--- config.mk ---
export PLATFORM = sky130hd
export DESIGN_NAME = prescaled_elapsed_timer_bank
export DESIGN_NICKNAME = d
export VERILOG_FILES = /design/src/design/pet_pkg.sv /design/src/design/prescaled_elapsed_timer_bank.sv
export SDC_FILE = /design/constraint.sdc
export NUM_CORES = 1
export LEC_CHECK = 0
export BUFFER_PORTS_ARGS = -buffer_cell sky130_fd_sc_hd__buf_2
export CAP_MARGIN = 20
export CORE_AREA = 2 2 139 107
export DETAILED_ROUTE_END_ITERATION = 10
export DIE_AREA = 0 0 141 109
export PLACE_DENSITY_LB_ADDON = 0.08
export SLEW_MARGIN = 10
export SYNTH_ARGS = -nofsm -noshare
export SYNTH_HDL_FRONTEND = slang
export SYNTH_SLANG_ARGS = --single-unit
--- constraint.sdc ---
create_clock -name clk -period 4.3 [get_ports clk]
set_input_delay 0.645 -clock clk [delete_from_list [all_inputs] [get_ports clk]]
set_output_delay 0.645 -clock clk [all_outputs]
set_load 0.005 [all_outputs]
--- src/design/pet_pkg.sv ---
// shared types, codes and limits of the prescaled elapsed timer bank
package pet_pkg;

	localparam int PRESCALE_W = 6;
	localparam int CFG_IDX_W  = 1;
	localparam int WIDE_W     = 13;

	// configuration register indexes
	localparam logic [CFG_IDX_W-1:0] REG_TICKS_PER_SECOND   = 1'b0;
	localparam logic [CFG_IDX_W-1:0] REG_SECONDS_PER_MINUTE = 1'b1;

	localparam logic [PRESCALE_W-1:0] TICKS_PER_SECOND_RST   = 6'd61;
	localparam logic [PRESCALE_W-1:0] SECONDS_PER_MINUTE_RST = 6'd60;

	// item modes
	typedef enum logic [1:0] {
		MODE_TICK  = 2'd0,
		MODE_START = 2'd1,
		MODE_STOP  = 2'd2
	} mode_t;

	// timer selection codes
	localparam logic [2:0] TMR_PUMP_RUN        = 3'd0;
	localparam logic [2:0] TMR_PUMP_STOP       = 3'd1;
	localparam logic [2:0] TMR_COMP_RUN        = 3'd2;
	localparam logic [2:0] TMR_COMP_STOP       = 3'd3;
	localparam logic [2:0] TMR_DEFROST_STOP    = 3'd4;
	localparam logic [2:0] TMR_DEFROST_ELAPSED = 3'd5;
	localparam logic [2:0] TMR_DEFROST_SCAN    = 3'd6;

	// saturation limits
	localparam logic [WIDE_W-1:0] LIM_PUMP_RUN        = 13'd30;
	localparam logic [WIDE_W-1:0] LIM_PUMP_STOP       = 13'd360;
	localparam logic [WIDE_W-1:0] LIM_COMP_RUN        = 13'd120;
	localparam logic [WIDE_W-1:0] LIM_COMP_STOP       = 13'd180;
	localparam logic [WIDE_W-1:0] LIM_DEFROST_STOP    = 13'd30;
	localparam logic [WIDE_W-1:0] LIM_DEFROST_ELAPSED = 13'd4800;
	localparam logic [WIDE_W-1:0] LIM_DEFROST_SCAN    = 13'd40;

	// advance a running timer by one, holding at its limit
	function automatic logic [WIDE_W-1:0] advance(input logic [WIDE_W-1:0] v,
			input logic [WIDE_W-1:0] lim);
		logic [WIDE_W-1:0] r;
		r = v;
		if ((v != '0) && (v < lim)) begin
			r = v + 13'd1;
		end
		return r;
	endfunction

endpackage

--- src/design/prescaled_elapsed_timer_bank.sv ---
// top level of the prescaled elapsed timer bank
//
// usage
// - input channel (in_valid / in_stall, fields mode and timer_index) carries
//   tick, start and stop items; one result item leaves per input item
// - output channel (out_valid / out_stall) carries the second and minute
//   pulses and all seven timer values after the item's update
// - cfg channel (cfg_valid / cfg_ready, cfg_index, cfg_data) writes the tick
//   and second prescaler reload values; always ready, write only when idle
// - path: an accepted item passes the input register, then the update
//   logic, then the result register
// - throughput: one item per cycle while out_stall does not hold the result
//   register; the timer state is read and written in the cycle the item leaves
//   the input register, so items follow each other with no gap
// - stall: when out_stall holds a full result register, a full input
//   register holds too and in_stall rises; nothing is dropped or repeated
// - reset: prescalers load 61 and 60, the reload registers take the same
//   values, all timers clear to zero, both registers empty
//
module prescaled_elapsed_timer_bank (
	input  logic        clk,
	input  logic        arst_n,
	// input items
	input  logic        in_valid,
	output logic        in_stall,
	input  logic [1:0]  mode,
	input  logic [2:0]  timer_index,
	// configuration writes
	input  logic        cfg_valid,
	output logic        cfg_ready,
	input  logic [pet_pkg::CFG_IDX_W-1:0]  cfg_index,
	input  logic [pet_pkg::PRESCALE_W-1:0] cfg_data,
	// result items
	output logic        out_valid,
	input  logic        out_stall,
	output logic        second_pulse,
	output logic        minute_pulse,
	output logic [4:0]  pump_run_value,
	output logic [8:0]  pump_stop_value,
	output logic [6:0]  comp_run_value,
	output logic [7:0]  comp_stop_value,
	output logic [4:0]  defrost_stop_value,
	output logic [12:0] defrost_elapsed_value,
	output logic [5:0]  defrost_scan_value
);

	// reload registers
	logic [pet_pkg::PRESCALE_W-1:0] ticks_per_second_q;
	logic [pet_pkg::PRESCALE_W-1:0] seconds_per_minute_q;

	// prescalers and timers
	logic [pet_pkg::PRESCALE_W-1:0] tick_cnt_q;
	logic [pet_pkg::PRESCALE_W-1:0] sec_cnt_q;
	logic [4:0]  pump_run_q;
	logic [8:0]  pump_stop_q;
	logic [6:0]  comp_run_q;
	logic [7:0]  comp_stop_q;
	logic [4:0]  defrost_stop_q;
	logic [12:0] defrost_elapsed_q;
	logic [5:0]  defrost_scan_q;

	// input register
	logic        valid_s1;
	logic [1:0]  mode_s1;
	logic [2:0]  idx_s1;

	// next values
	logic [pet_pkg::PRESCALE_W-1:0] tick_cnt_d;
	logic [pet_pkg::PRESCALE_W-1:0] sec_cnt_d;
	logic [pet_pkg::PRESCALE_W-1:0] tick_dec;
	logic [pet_pkg::PRESCALE_W-1:0] sec_dec;
	logic        sec_d;
	logic        min_d;
	logic [4:0]  pump_run_d;
	logic [8:0]  pump_stop_d;
	logic [6:0]  comp_run_d;
	logic [7:0]  comp_stop_d;
	logic [4:0]  defrost_stop_d;
	logic [12:0] defrost_elapsed_d;
	logic [5:0]  defrost_scan_d;
	logic [12:0] set_val;
	logic        set_en;

	// handshake
	logic out_free;
	logic adv_s1;

	assign out_free  = !out_valid || !out_stall;
	assign adv_s1    = valid_s1 && out_free;
	assign in_stall  = valid_s1 && !out_free;
	assign cfg_ready = 1'b1;

	assign tick_dec = tick_cnt_q - 6'd1;
	assign sec_dec  = sec_cnt_q - 6'd1;

	// state update for the item in the input register
	always_comb begin
		tick_cnt_d        = tick_cnt_q;
		sec_cnt_d         = sec_cnt_q;
		sec_d             = 1'b0;
		min_d             = 1'b0;
		pump_run_d        = pump_run_q;
		pump_stop_d       = pump_stop_q;
		comp_run_d        = comp_run_q;
		comp_stop_d       = comp_stop_q;
		defrost_stop_d    = defrost_stop_q;
		defrost_elapsed_d = defrost_elapsed_q;
		defrost_scan_d    = defrost_scan_q;
		set_en            = 1'b0;
		set_val           = '0;
		unique case (mode_s1)
			pet_pkg::MODE_TICK: begin
				tick_cnt_d = tick_dec;
				if (tick_dec == '0) begin
					// a second completes: reload, step second timers
					tick_cnt_d = ticks_per_second_q;
					sec_d      = 1'b1;
					sec_cnt_d  = sec_dec;
					pump_run_d = 5'(pet_pkg::advance(13'(pump_run_q),
						pet_pkg::LIM_PUMP_RUN));
					pump_stop_d = 9'(pet_pkg::advance(13'(pump_stop_q),
						pet_pkg::LIM_PUMP_STOP));
					comp_run_d = 7'(pet_pkg::advance(13'(comp_run_q),
						pet_pkg::LIM_COMP_RUN));
					comp_stop_d = 8'(pet_pkg::advance(13'(comp_stop_q),
						pet_pkg::LIM_COMP_STOP));
					defrost_stop_d = 5'(pet_pkg::advance(13'(defrost_stop_q),
						pet_pkg::LIM_DEFROST_STOP));
					defrost_elapsed_d = pet_pkg::advance(defrost_elapsed_q,
						pet_pkg::LIM_DEFROST_ELAPSED);
					if (sec_dec == '0) begin
						// a minute completes too
						sec_cnt_d      = seconds_per_minute_q;
						min_d          = 1'b1;
						defrost_scan_d = 6'(pet_pkg::advance(13'(defrost_scan_q),
							pet_pkg::LIM_DEFROST_SCAN));
					end
				end
			end
			pet_pkg::MODE_START: begin
				set_en  = 1'b1;
				set_val = 13'd1;
			end
			pet_pkg::MODE_STOP: begin
				set_en  = 1'b1;
				set_val = 13'd0;
			end
			default: begin
				// unused mode leaves everything as is
			end
		endcase
		if (set_en) begin
			unique case (idx_s1)
				pet_pkg::TMR_PUMP_RUN:        pump_run_d        = 5'(set_val);
				pet_pkg::TMR_PUMP_STOP:       pump_stop_d       = 9'(set_val);
				pet_pkg::TMR_COMP_RUN:        comp_run_d        = 7'(set_val);
				pet_pkg::TMR_COMP_STOP:       comp_stop_d       = 8'(set_val);
				pet_pkg::TMR_DEFROST_STOP:    defrost_stop_d    = 5'(set_val);
				pet_pkg::TMR_DEFROST_ELAPSED: defrost_elapsed_d = set_val;
				pet_pkg::TMR_DEFROST_SCAN:    defrost_scan_d    = 6'(set_val);
				default: begin
					// no timer behind this index
				end
			endcase
		end
	end

	// input register control
	always_ff @(posedge clk or negedge arst_n) begin
		if (!arst_n) begin
			valid_s1 <= 1'b0;
		end else if (!in_stall) begin
			valid_s1 <= in_valid;
		end
	end

	// input register payload
	always_ff @(posedge clk) begin
		if (in_valid && !in_stall) begin
			mode_s1 <= mode;
			idx_s1  <= timer_index;
		end
	end

	// reload registers
	always_ff @(posedge clk or negedge arst_n) begin
		if (!arst_n) begin
			ticks_per_second_q   <= pet_pkg::TICKS_PER_SECOND_RST;
			seconds_per_minute_q <= pet_pkg::SECONDS_PER_MINUTE_RST;
		end else if (cfg_valid && cfg_ready) begin
			unique case (cfg_index)
				pet_pkg::REG_TICKS_PER_SECOND:   ticks_per_second_q   <= cfg_data;
				pet_pkg::REG_SECONDS_PER_MINUTE: seconds_per_minute_q <= cfg_data;
				default: begin
				end
			endcase
		end
	end

	// prescalers and timers
	always_ff @(posedge clk or negedge arst_n) begin
		if (!arst_n) begin
			tick_cnt_q        <= pet_pkg::TICKS_PER_SECOND_RST;
			sec_cnt_q         <= pet_pkg::SECONDS_PER_MINUTE_RST;
			pump_run_q        <= '0;
			pump_stop_q       <= '0;
			comp_run_q        <= '0;
			comp_stop_q       <= '0;
			defrost_stop_q    <= '0;
			defrost_elapsed_q <= '0;
			defrost_scan_q    <= '0;
		end else if (adv_s1) begin
			tick_cnt_q        <= tick_cnt_d;
			sec_cnt_q         <= sec_cnt_d;
			pump_run_q        <= pump_run_d;
			pump_stop_q       <= pump_stop_d;
			comp_run_q        <= comp_run_d;
			comp_stop_q       <= comp_stop_d;
			defrost_stop_q    <= defrost_stop_d;
			defrost_elapsed_q <= defrost_elapsed_d;
			defrost_scan_q    <= defrost_scan_d;
		end
	end

	// result register control
	always_ff @(posedge clk or negedge arst_n) begin
		if (!arst_n) begin
			out_valid <= 1'b0;
		end else if (out_free) begin
			out_valid <= valid_s1;
		end
	end

	// result register payload
	always_ff @(posedge clk) begin
		if (adv_s1) begin
			second_pulse          <= sec_d;
			minute_pulse          <= min_d;
			pump_run_value        <= pump_run_d;
			pump_stop_value       <= pump_stop_d;
			comp_run_value        <= comp_run_d;
			comp_stop_value       <= comp_stop_d;
			defrost_stop_value    <= defrost_stop_d;
			defrost_elapsed_value <= defrost_elapsed_d;
			defrost_scan_value    <= defrost_scan_d;
		end
	end

endmodule

## After elaboration in Yosys (flattened, before gate mapping)

Index checks and enable logic that the tools add are counted.

| operators by class | value |
|---|---|
| mux-type cells | 42 |
| divide/modulo/power cells | 0 |
| add/sub/neg operators | 9 |
| shifts and indexed selects | 0 |
| multipliers | 0 |
| magnitude comparators | 7 |
| bitwise operators | 1 |
| reductions and logical operators | 32 |
| equality and inequality tests | 8 |

Operators with widths:

| operator | count |
|---|---|
| two-way mux 13 bit | 5 |
| two-way mux 5 bit | 10 |
| two-way mux 6 bit | 8 |
| two-way mux 9 bit | 5 |
| two-way mux 8 bit | 5 |
| two-way mux 7 bit | 5 |
| adder 13 x 1 -> 13 bit (second input constant) | 1 |
| less-than comparator 13 bit (second input constant) | 1 |
| nonzero test 13 bit | 1 |
| zero test 6 bit | 2 |
| subtractor 6 x 1 -> 6 bit (second input constant) | 2 |
| adder 5 x 1 -> 5 bit (second input constant) | 2 |
| logical AND 1 bit | 10 |
| less-than comparator 5 bit (second input constant) | 2 |
| nonzero test 5 bit | 2 |
| adder 9 x 1 -> 9 bit (second input constant) | 1 |
| == test 3 bit (second input constant) | 3 |
| less-than comparator 9 bit (second input constant) | 1 |
| nonzero test 9 bit | 1 |
| adder 8 x 1 -> 8 bit (second input constant) | 1 |
| less-than comparator 8 bit (second input constant) | 1 |
| AND reduction 2 bit | 4 |
| nonzero test 8 bit | 1 |
| adder 7 x 1 -> 7 bit (second input constant) | 1 |
| other kinds (17) | 24 |

| storage, ports and cells | value |
|---|---|
| word-level logic and storage cells | 123 |
| memory bits (read-only) | 0 |
| output and inout bits | 58 |
| input port bits | 17 |
| bits in writable memories | 0 |
| flip-flop bits (word level) | 139 |
| latch bits | 0 |
| memories kept | 0 |

## Depth between registers and ports, before layout

Gate-level depths: netlist (run 1).

| depth | value |
|---|---|
| depth in word-level cells | 8 |
| gate-level depth with buffers | 10 |
| depth with buffers taken out | 8 |

## Least setup slack after synthesis (run 1)

Ideal clock, no wire load.

| path | value |
|---|---|
| path kind | input -> register |
| start | input out_stall |
| end | register comp_run_value[0] (enable) |
| cell stages on the path | 5 |
| buffers on the path | 2 |
| required time | 3.859 ns |
| data arrival time | 2.922 ns |
| setup time | 0.441 ns |
| slack | 0.938 ns |
| cells stage by stage | nand2_1 nand2_1 inv_1 clkbuf_1 clkbuf_1 |

| between the ends | value |
|---|---|
| cells in the longest elaborated chain, start to end | 3 |

RTL lines:

| element | line | text |
|---|---|---|
| start, declared | prescaled_elapsed_timer_bank.sv:35 | `input logic out_stall,` |
| zero test 1 bit | prescaled_elapsed_timer_bank.sv:88 | `assign out_free = !out_valid \|\| !out_stall;` |
| logical OR 1 bit | prescaled_elapsed_timer_bank.sv:88 |  |
| logical AND 1 bit | prescaled_elapsed_timer_bank.sv:89 | `assign adv_s1 = valid_s1 && out_free;` |
| net adv_s1 | prescaled_elapsed_timer_bank.sv:86 | `logic adv_s1;` |
| end signal, assigned | prescaled_elapsed_timer_bank.sv:241 | `comp_run_value <= comp_run_d;` |
| end, declared | prescaled_elapsed_timer_bank.sv:40 | `output logic [6:0] comp_run_value,` |

The timed path passes the listed nets, and every way through them passes these cells.
A chain may end at the register's enable or synchronous reset.

## Final worst setup path (run 1)

| path | value |
|---|---|
| start | register tick_cnt_q[0] in the netlist's numbering |
| end | register defrost_elapsed_q[9] |

| between the ends | value |
|---|---|
| cells in the longest elaborated chain, start to end | 6 |

RTL lines:

| element | line | text |
|---|---|---|
| start, declared | prescaled_elapsed_timer_bank.sv:52 | `logic [pet_pkg::PRESCALE_W-1:0] tick_cnt_q;` |
| start signal, assigned | prescaled_elapsed_timer_bank.sv:203 | `tick_cnt_q <= pet_pkg::TICKS_PER_SECOND_RST;` |
| start signal, assigned | prescaled_elapsed_timer_bank.sv:213 | `tick_cnt_q <= tick_cnt_d;` |
| subtractor 6 x 1 -> 6 bit * | prescaled_elapsed_timer_bank.sv:93 | `assign tick_dec = tick_cnt_q - 6'd1;` |
| zero test 6 bit * | prescaled_elapsed_timer_bank.sv:114 | `if (tick_dec == '0) begin` |
| two-way mux 13 bit * | prescaled_elapsed_timer_bank.sv:114 |  |
| two-way mux 13 bit * | prescaled_elapsed_timer_bank.sv:111 | `unique case (mode_s1)` |
| two-way mux 13 bit | prescaled_elapsed_timer_bank.sv:153 | `unique case (idx_s1)` |
| two-way mux 13 bit * | prescaled_elapsed_timer_bank.sv:152 | `if (set_en) begin` |
| end signal, assigned | prescaled_elapsed_timer_bank.sv:220 | `defrost_elapsed_q <= defrost_elapsed_d;` |
| end, declared | prescaled_elapsed_timer_bank.sv:59 | `logic [12:0] defrost_elapsed_q;` |

Every way passes the cells marked *; elsewhere a longest branch is shown, timed or not.

==> results.cfg, run 1 <==
[grt]
met1_usage = 0.3173
leftover_overflow_at_the_end_of_global_routing = 0
grt_pass1_vias = 5317
grt_use_met3 = 0.04743
grt_use_total = 0.2222
largest_net_degree_at_the_start_of_global_routing = 80
grt_pass1_wl_um = 26650
initial_antenna_violation_count = 0
top_usage_layer = met2
gr-usage-met2 = 0.3345

[floorplan]
io_pins = 75
floorplan.rows = 38
starting_utilization_of_the_core_area = 0.5250
design.die.area_um2 = 15370
die-height_um = 109
floorplan.die.width_um = 141
core_region_area_um2 = 14120

[detailed_routing]
route.final.wire_length_um = 16410
dr_total_vias = 5846
vias_per_cell = 5.947
remaining_drc_errors = 0
detail_route.wl_per_cell_um = 16.70
detail_route_antenna_nets = 0
drt_pass1_iterations = 5
dr.first_iter.drc_count = 306

[yosys]
synth_area_um2 = 7413
synth_cell_types = 66
syn_area_per_cell_um2 = 10.06
synth_seq_area_share = 0.5127
fraction_of_post_synthesis_cell_area_in_the_top_cell_type_by_area = 0.2430
synth-main-ff-cell = sky130_fd_sc_hd__dfrtp_1
yosys.area.top_type = sky130_fd_sc_hd__edfxtp_1
postSynthCellCount = 737
count_of_yosys_warnings_during_synthesis = 0
asyncSetResetFlopFracSynth = 0.5683
synth.area.top_cells = sky130_fd_sc_hd__edfxtp_1 24%, sky130_fd_sc_hd__dfrtp_1 21%, sky130_fd_sc_hd__dfstp_2 6.4%
synth_edf_count = 60
mappedNetlistNets = 774
postSynthRegisterBits = 139

[clocking]
clkLatencyLatePin_ns = 0.42
cts_hold_bufs = 0
cts.sinks = 139
cts.path.max_buffers = 2
tritoncts.num_buffers = 17
cts-root-buf = sky130_fd_sc_hd__clkbuf_16
path_clk_slew_ns = 0.06
postCtsSetupRepairBufs = 0
tritoncts = done
ctsResizeCount = 0
cts_max_level = 4

[timing]
skew_ns = 0.009752
fin_setup_tns_ns = 0
worst_pin_slew_ns = 0.9805
setup_ws_ns = 1.272
layout_min_cycle_time_ns = 3.028
unrepaired_setup_endpoints_after_global_routing = false
timing.final.hold_violations = 0
post-route-period-util = 0.7041
relSlewSlack = 0.3413
max_freq_mhz = 330.3
max_slew_vio_count = 0
setup_violators_final = 0

[power]
static-leakage-power_nw = 3.418
cellPowerDensity_nw_per_um2 = 483.4
vdd.ir_drop.worst_uv = 311.5

[cells_and_area]
drive_gt1_frac = 0.1843
antenna-diode-count = 0
fin_area_um2 = 8447
nets = 827
layout_commonest_cell = sky130_fd_sc_hd__buf_2
area_delta_synth_final_pct = 13.94
most-common-layout-cells = 72 x sky130_fd_sc_hd__buf_2, 71 x sky130_fd_sc_hd__nor2_1, 66 x sky130_fd_sc_hd__nand2_1

[worst_setup_path]
worstSetupPathType = register to register
critPathRequiredTime_ns = 4.66
critPathMaxFanout = 19
worst_setup_path_start_kind = register
crit_path_end_kind = register
arrival_ns = 3.38

[placed_design]
detailedPlace.worstSlack_ns = 1.272
place_area_um2 = 7893
buffer_ports.inserted = 73
gpl.final_weighted_congestion = 0.8569
dp.final_hpwl_um = 10740

[min_path]
min-delay-path-class = input port to async pin

[status]
run_status = finished clean

[job]
drv_cap = 0
==> Yosys cell counts, drive strengths merged, types with 3 or more instances <==
| library cell | instances |
|---|---|
| dfstp | 18 |
| and3 | 11 |
| mux2i | 8 |
| a21oi | 32 |
| a32o | 5 |
| mux2 | 12 |
| nand4 | 19 |
| nor2 | 71 |
| nand2b | 7 |
| dfrtp | 61 |
| nand3 | 33 |
| a41oi | 5 |
| a31oi | 21 |
| or3 | 9 |
| nor3 | 13 |
| nor2b | 7 |
| ha | 20 |
| a41o | 3 |
| o211ai | 6 |
| inv | 29 |
| o31ai | 14 |
| nor3b | 3 |
| and4 | 7 |
| o21ai | 34 |
| buf | 9 |
| and2 | 9 |
| edfxtp | 60 |
| clkbuf | 38 |
| xor2 | 14 |
| nor4b | 3 |
| nor4 | 12 |
| a2bb2oi | 8 |
| or4 | 10 |
| o311ai | 5 |
| nand2 | 66 |
| xnor2 | 18 |
| a21o | 4 |
==> report_power, final <==
group,switching (mW),internal (mW),leakage [nW],total (mW)
logic,0.505,0.392,1.66,0.897
clock network,0.521,0.813,0.263,1.33
registers,0.211,1.64,1.49,1.85
total,1.24,2.85,3.42,4.08
==> metal layers <==
metal	wire length, um	vias to the layer above
met5	0	-
met4	235	0
met3	920	17
met2	7237	187
met1	8020	2818
li1	-	2824
==> worst max-delay path, cell delays in order, from the launching register on <==
cell and delay (ns):
sky130_fd_sc_hd__dfstp_2 0.59, sky130_fd_sc_hd__inv_1 0.06, sky130_fd_sc_hd__ha_1 0.24, sky130_fd_sc_hd__xnor2_2 0.24
sky130_fd_sc_hd__nand4_2 0.27, sky130_fd_sc_hd__buf_4 0.26, sky130_fd_sc_hd__or3_1 0.61, sky130_fd_sc_hd__or4_1 0.59
sky130_fd_sc_hd__nand3_1 0.11
==> stage by stage <==
stage | power (mW) | utilization | hold slack, ns | std cells
2_1_floorplan | 2.472 | - | 0.3494 | 737
4_1_cts | 4.109 | 0.5968 | 0.3862 | 982
6_report | 4.083 | 0.5982 | 0.2041 | 983
3_5_place_dp | 2.763 | 0.5589 | 0.4550 | 950
5_1_grt | 4.319 | 0.5982 | 0.2310 | 983
3_3_place_gp | 2.718 | 0.5589 | 0.4501 | 950
==> area by class of cell <==
cell class | instances | area, um^2
Clock inverter | 2 | 10.01
Clock buffer | 30 | 524.3
Tap cell | 180 | 225.2
Inverter | 29 | 110.1
Multi-Input combinational cell | 522 | 3323
Sequential cell | 139 | 3801
Timing Repair Buffer | 81 | 452.9
Fill cell | 1205 | 5674
==> path summary, 6_finish.rpt <==
check	from	end	slack [ns]	cells after the start
worst max-delay path	tick_cnt_q[0]	defrost_elapsed_q[9]	1.27	8
worst min-delay path	arst_n	comp_stop_q[1]	0.20	1
worst max register to register	tick_cnt_q[0]	defrost_elapsed_q[9]	1.27	8
worst min register to register	ticks_per_second_q[2]	tick_cnt_q[2]	0.46	2
max in group asynchronous	arst_n	seconds_per_minute_q[5]	3.41	2
min in group clk	timer_index[1]	idx_s1[1]	0.41	1
==> registers in the layout (all words and copies together) (netlist names) <==
| name | flops |
|---|---|
| second_pulse | 1 |
| comp_stop_value | 8 |
| idx_s1 | 3 |
| defrost_scan_value | 6 |
| pump_run_value | 5 |
| defrost_stop_value | 5 |
| pump_stop_value | 9 |
| valid_s1 | 1 |
| pump_run_q | 5 |
| seconds_per_minute_q | 6 |
| comp_stop_q | 8 |
| out_valid | 1 |
| mode_s1 | 2 |
| pump_stop_q | 9 |
| defrost_elapsed_value | 13 |
| comp_run_value | 7 |
| defrost_stop_q | 5 |
| defrost_elapsed_q | 13 |
| sec_cnt_q | 6 |
| defrost_scan_q | 6 |
| minute_pulse | 1 |
| comp_run_q | 7 |
| ticks_per_second_q | 6 |
| tick_cnt_q | 6 |
==> cells by family after synthesis <==
| kind of cell | after synthesis | synth area share |
|---|---|---|
| AOI/OAI and AO/OA | 159 | 0.1443 |
| xor gates and xnor gates | 32 | 0.03882 |
| adders and majority gates | 20 | 0.03376 |
| buffers and inverters | 76 | 0.03983 |
| DFF | 139 | 0.5127 |
| muxes | 20 | 0.02903 |
| other | 1 | 0.0005058 |
| and+or+nand+nor | 290 | 0.2010 |
Power figures use the tool's default switching activity.
==> run 2, diff against run 1 <==
--- a/config.mk
+++ b/config.mk
@@ -5,11 +5,12 @@
 export SDC_FILE = /design/constraint.sdc
 export NUM_CORES = 1
 export LEC_CHECK = 0
+export ABC_AREA = 1
 export BUFFER_PORTS_ARGS = -buffer_cell sky130_fd_sc_hd__buf_2
 export CAP_MARGIN = 20
-export CORE_AREA = 2 2 139 107
+export CORE_AREA = 2 2 142 110
 export DETAILED_ROUTE_END_ITERATION = 10
-export DIE_AREA = 0 0 141 109
+export DIE_AREA = 0 0 144 112
 export PLACE_DENSITY_LB_ADDON = 0.08
 export SLEW_MARGIN = 10
 export SYNTH_ARGS = -nofsm -noshare
==> constraint.sdc (replaced) <==
create_clock -name clk -period 2.76 [get_ports clk]
set_input_delay 0.414 -clock clk [delete_from_list [all_inputs] [get_ports clk]]
set_output_delay 0.414 -clock clk [all_outputs]
set_load 0.005 [all_outputs]
==> results.cfg, run 2 <==
[yosys]
syn_area_per_cell_um2 = 7.851
synth_area_um2 = 7804
synth_cell_types = 40
asyncSetResetFlopFracSynth = 0.5683
synth.area.top_cells = sky130_fd_sc_hd__edfxtp_1 23%, sky130_fd_sc_hd__dfrtp_1 20%, sky130_fd_sc_hd__nand2_1 15%
yosys.area.top_type = sky130_fd_sc_hd__edfxtp_1
synthTopCellsByCount = 315 x sky130_fd_sc_hd__nand2_1, 137 x sky130_fd_sc_hd__inv_1, 77 x sky130_fd_sc_hd__nand3_1
postSynthCellCount = 994
synth_seq_area_share = 0.4871
synth.most_common_cell = sky130_fd_sc_hd__nand2_1
postSynthRegisterBits = 139
count_of_yosys_warnings_during_synthesis = 0
synth-main-ff-cell = sky130_fd_sc_hd__dfrtp_1
mappedNetlistNets = 1031
synth_edf_count = 60
fraction_of_post_synthesis_cell_area_in_the_top_cell_type_by_area = 0.2309

[worst_setup_path]
critPathMaxFanout = 11
critPathRequiredTime_ns = 2.95
crit_path_end_kind = register
worstSetupPathType = register to register
worst_setup_path_start_kind = register
arrival_ns = 2.66

[timing]
layout_min_cycle_time_ns = 2.475
post-route-period-util = 0.8967
relSlewSlack = 0.5637
skew_ns = 0.01082
max_slew_vio_count = 0
max_freq_mhz = 404.1
hold_ws_ns = 0.1665
setup_ws_ns = 0.2851
fin_setup_tns_ns = 0
setup_violators_final = 0
unrepaired_setup_endpoints_after_global_routing = false
timing.final.hold_violations = 0
worst_pin_slew_ns = 0.6545

[clocking]
cts_max_level = 4
tritoncts.num_buffers = 17
path_clk_slew_ns = 0.06
tritoncts = done
ctsResizeCount = 0
clkLatencyLatePin_ns = 0.43
cts.path.max_buffers = 2
cts.sinks = 139
cts-root-buf = sky130_fd_sc_hd__clkbuf_16

[power]
switching_power_mw = 2.718
cellPowerDensity_nw_per_um2 = 835.4
report.power.total_mw = 7.539
cell_internal_power_mw = 4.820
clock_power_share = 0.287
p_sw_frac = 0.3606
static-leakage-power_nw = 4.474
sequential_power_share = 0.401
vdd.ir_drop.worst_uv = 570.3
fraction_of_power_consumed_by_combinational_cells = 0.312

[cells_and_area]
most-common-layout-cells = 315 x sky130_fd_sc_hd__nand2_1, 137 x sky130_fd_sc_hd__inv_1, 77 x sky130_fd_sc_hd__nand3_1
nFillCells = 1349
drive_gt1_frac = 0.1452
nets = 1112
area_delta_synth_final_pct = 15.63
antenna-diode-count = 0
layout_commonest_cell = sky130_fd_sc_hd__nand2_1
top_registers = defrost_elapsed_q: 13 flops, defrost_elapsed_value: 13 flops

[floorplan]
floorplan.die.width_um = 144
core_region_area_um2 = 14790
design.die.area_um2 = 16130
die-height_um = 112
starting_utilization_of_the_core_area = 0.5278
floorplan.rows = 39
io_pins = 75

[detailed_routing]
vias_per_cell = 5.128
drt_pass1_iterations = 5
dr.first_iter.drc_count = 603
detail_route.wl_per_cell_um = 13.76
remaining_drc_errors = 0
detail_route_antenna_nets = 0
dr_total_vias = 6631
route.final.wire_length_um = 17790

[job]
drv_cap = 0

[placed_design]
detailedPlace.worstSlack_ns = 0.2705
dp.final_hpwl_um = 12470
gpl.final_weighted_congestion = 0.8682
buffer_ports.inserted = 73

[grt]
grt_pass1_wl_um = 30090
initial_antenna_violation_count = 0
grt_pass1_vias = 6021
grt_use_total = 0.2395
leftover_overflow_at_the_end_of_global_routing = 0
largest_net_degree_at_the_start_of_global_routing = 58

[status]
run_status = finished clean

[min_path]
min-delay-path-class = input port to register
[run 2: cell types whose count changed after synthesis, sizes merged, moves of 11 or more]
cell / delta
nand2: +251
inv: +113
nand3: +45
o21ai: +29
clkbuf: -23
a31oi: -16
xnor2: -15
o31ai: -13
mux2: -12
nor2: +11
[run 2: path summary, 6_finish.rpt]
| path | from | endpoint | slack (ns) | cells past startpoint |
|---|---|---|---|---|
| worst max-delay path | tick_cnt_q[0] | defrost_elapsed_value[1] | 0.29 | 11 |
| worst min-delay path | mode[1] | mode_s1[1] | 0.17 | 1 |
| worst max register to register | tick_cnt_q[0] | defrost_elapsed_value[1] | 0.29 | 11 |
| worst min register to register | seconds_per_minute_q[0] | seconds_per_minute_q[0] | 0.48 | 2 |
| max in group asynchronous | arst_n | tick_cnt_q[2] | 1.60 | 3 |
| min in group asynchronous | arst_n | seconds_per_minute_q[1] | 0.48 | 2 |
[run 2: what timing repair did]
item                      in CTS  in global routing
hold endpoints to repair      23                  0
hold buffers                   1                  0
buffers inserted               0                  0
[run 2: logic make-up after synthesis]
kind of cell / after synthesis / synth area share
flip-flops: 139 / 0.4871
XOR/XNOR: 11 / 0.01235
AO/OA/AOI/OAI: 112 / 0.08033
adder cells (fa/ha/maj): 20 / 0.03207
AND/OR/NAND/NOR: 538 / 0.2997
other: 1 / 0.0004805
buffers and inverters: 173 / 0.08802
[run 2: worst max-delay path, stage by stage, from the launching register on]
cell and delay [ns]:
sky130_fd_sc_hd__dfstp_2 0.53, sky130_fd_sc_hd__inv_1 0.09, sky130_fd_sc_hd__ha_1 0.25, sky130_fd_sc_hd__xnor2_1 0.20, sky130_fd_sc_hd__nand3_1 0.14, sky130_fd_sc_hd__nor2_4 0.14, sky130_fd_sc_hd__nand3_4 0.11, sky130_fd_sc_hd__inv_2 0.25
sky130_fd_sc_hd__nand2_1 0.17, sky130_fd_sc_hd__or2_0 0.22, sky130_fd_sc_hd__nand2_1 0.08, sky130_fd_sc_hd__inv_1 0.04
[run 2: area by class of cell]
cell class                 count  area [um^2]  share of cell area
tap                          205        256.5             0.02842
timing repair buffer          92        550.5             0.06101
clock inverter                 8        66.31            0.007349
sequential                   139         3801              0.4212
inverter                     143        536.8             0.05948
multi-input combinational    682         3321              0.3680
clock buffer                  24        491.7             0.05449
[run 2: power by group through the flow]
stage               Combinational, mW  Clock [mW]  Sequential [mW]
floorplan                        1.72           0             2.97
global placement                 2.32           0             3.05
detailed placement               2.34           0             3.04
CTS                              2.36        2.20             3.02
global route                     2.75        2.29             3.09
finish                           2.35        2.16             3.03
[run 2: metal layers]
| metal | track usage | vias up | wire [um] |
|---|---|---|---|
| li1 | - | 3372 | - |
| met2 | 0.3333 | 198 | 7240 |
| met3 | 0.05204 | 19 | 1156 |
| met5 | 0 | - | 0 |
| met4 | 0.07124 | 0 | 225 |
| met1 | 0.3730 | 3042 | 9166 |
[run 2: per-stage QoR]
stage | instance area, um^2 | instances | util
floorplan | 7804 | 994 | -
global placement | 8456 | 1260 | 0.5719
detailed placement | 8456 | 1260 | 0.5719
CTS | 9024 | 1293 | 0.6103
global route | 9024 | 1293 | 0.6103
finish | 9024 | 1293 | 0.6103
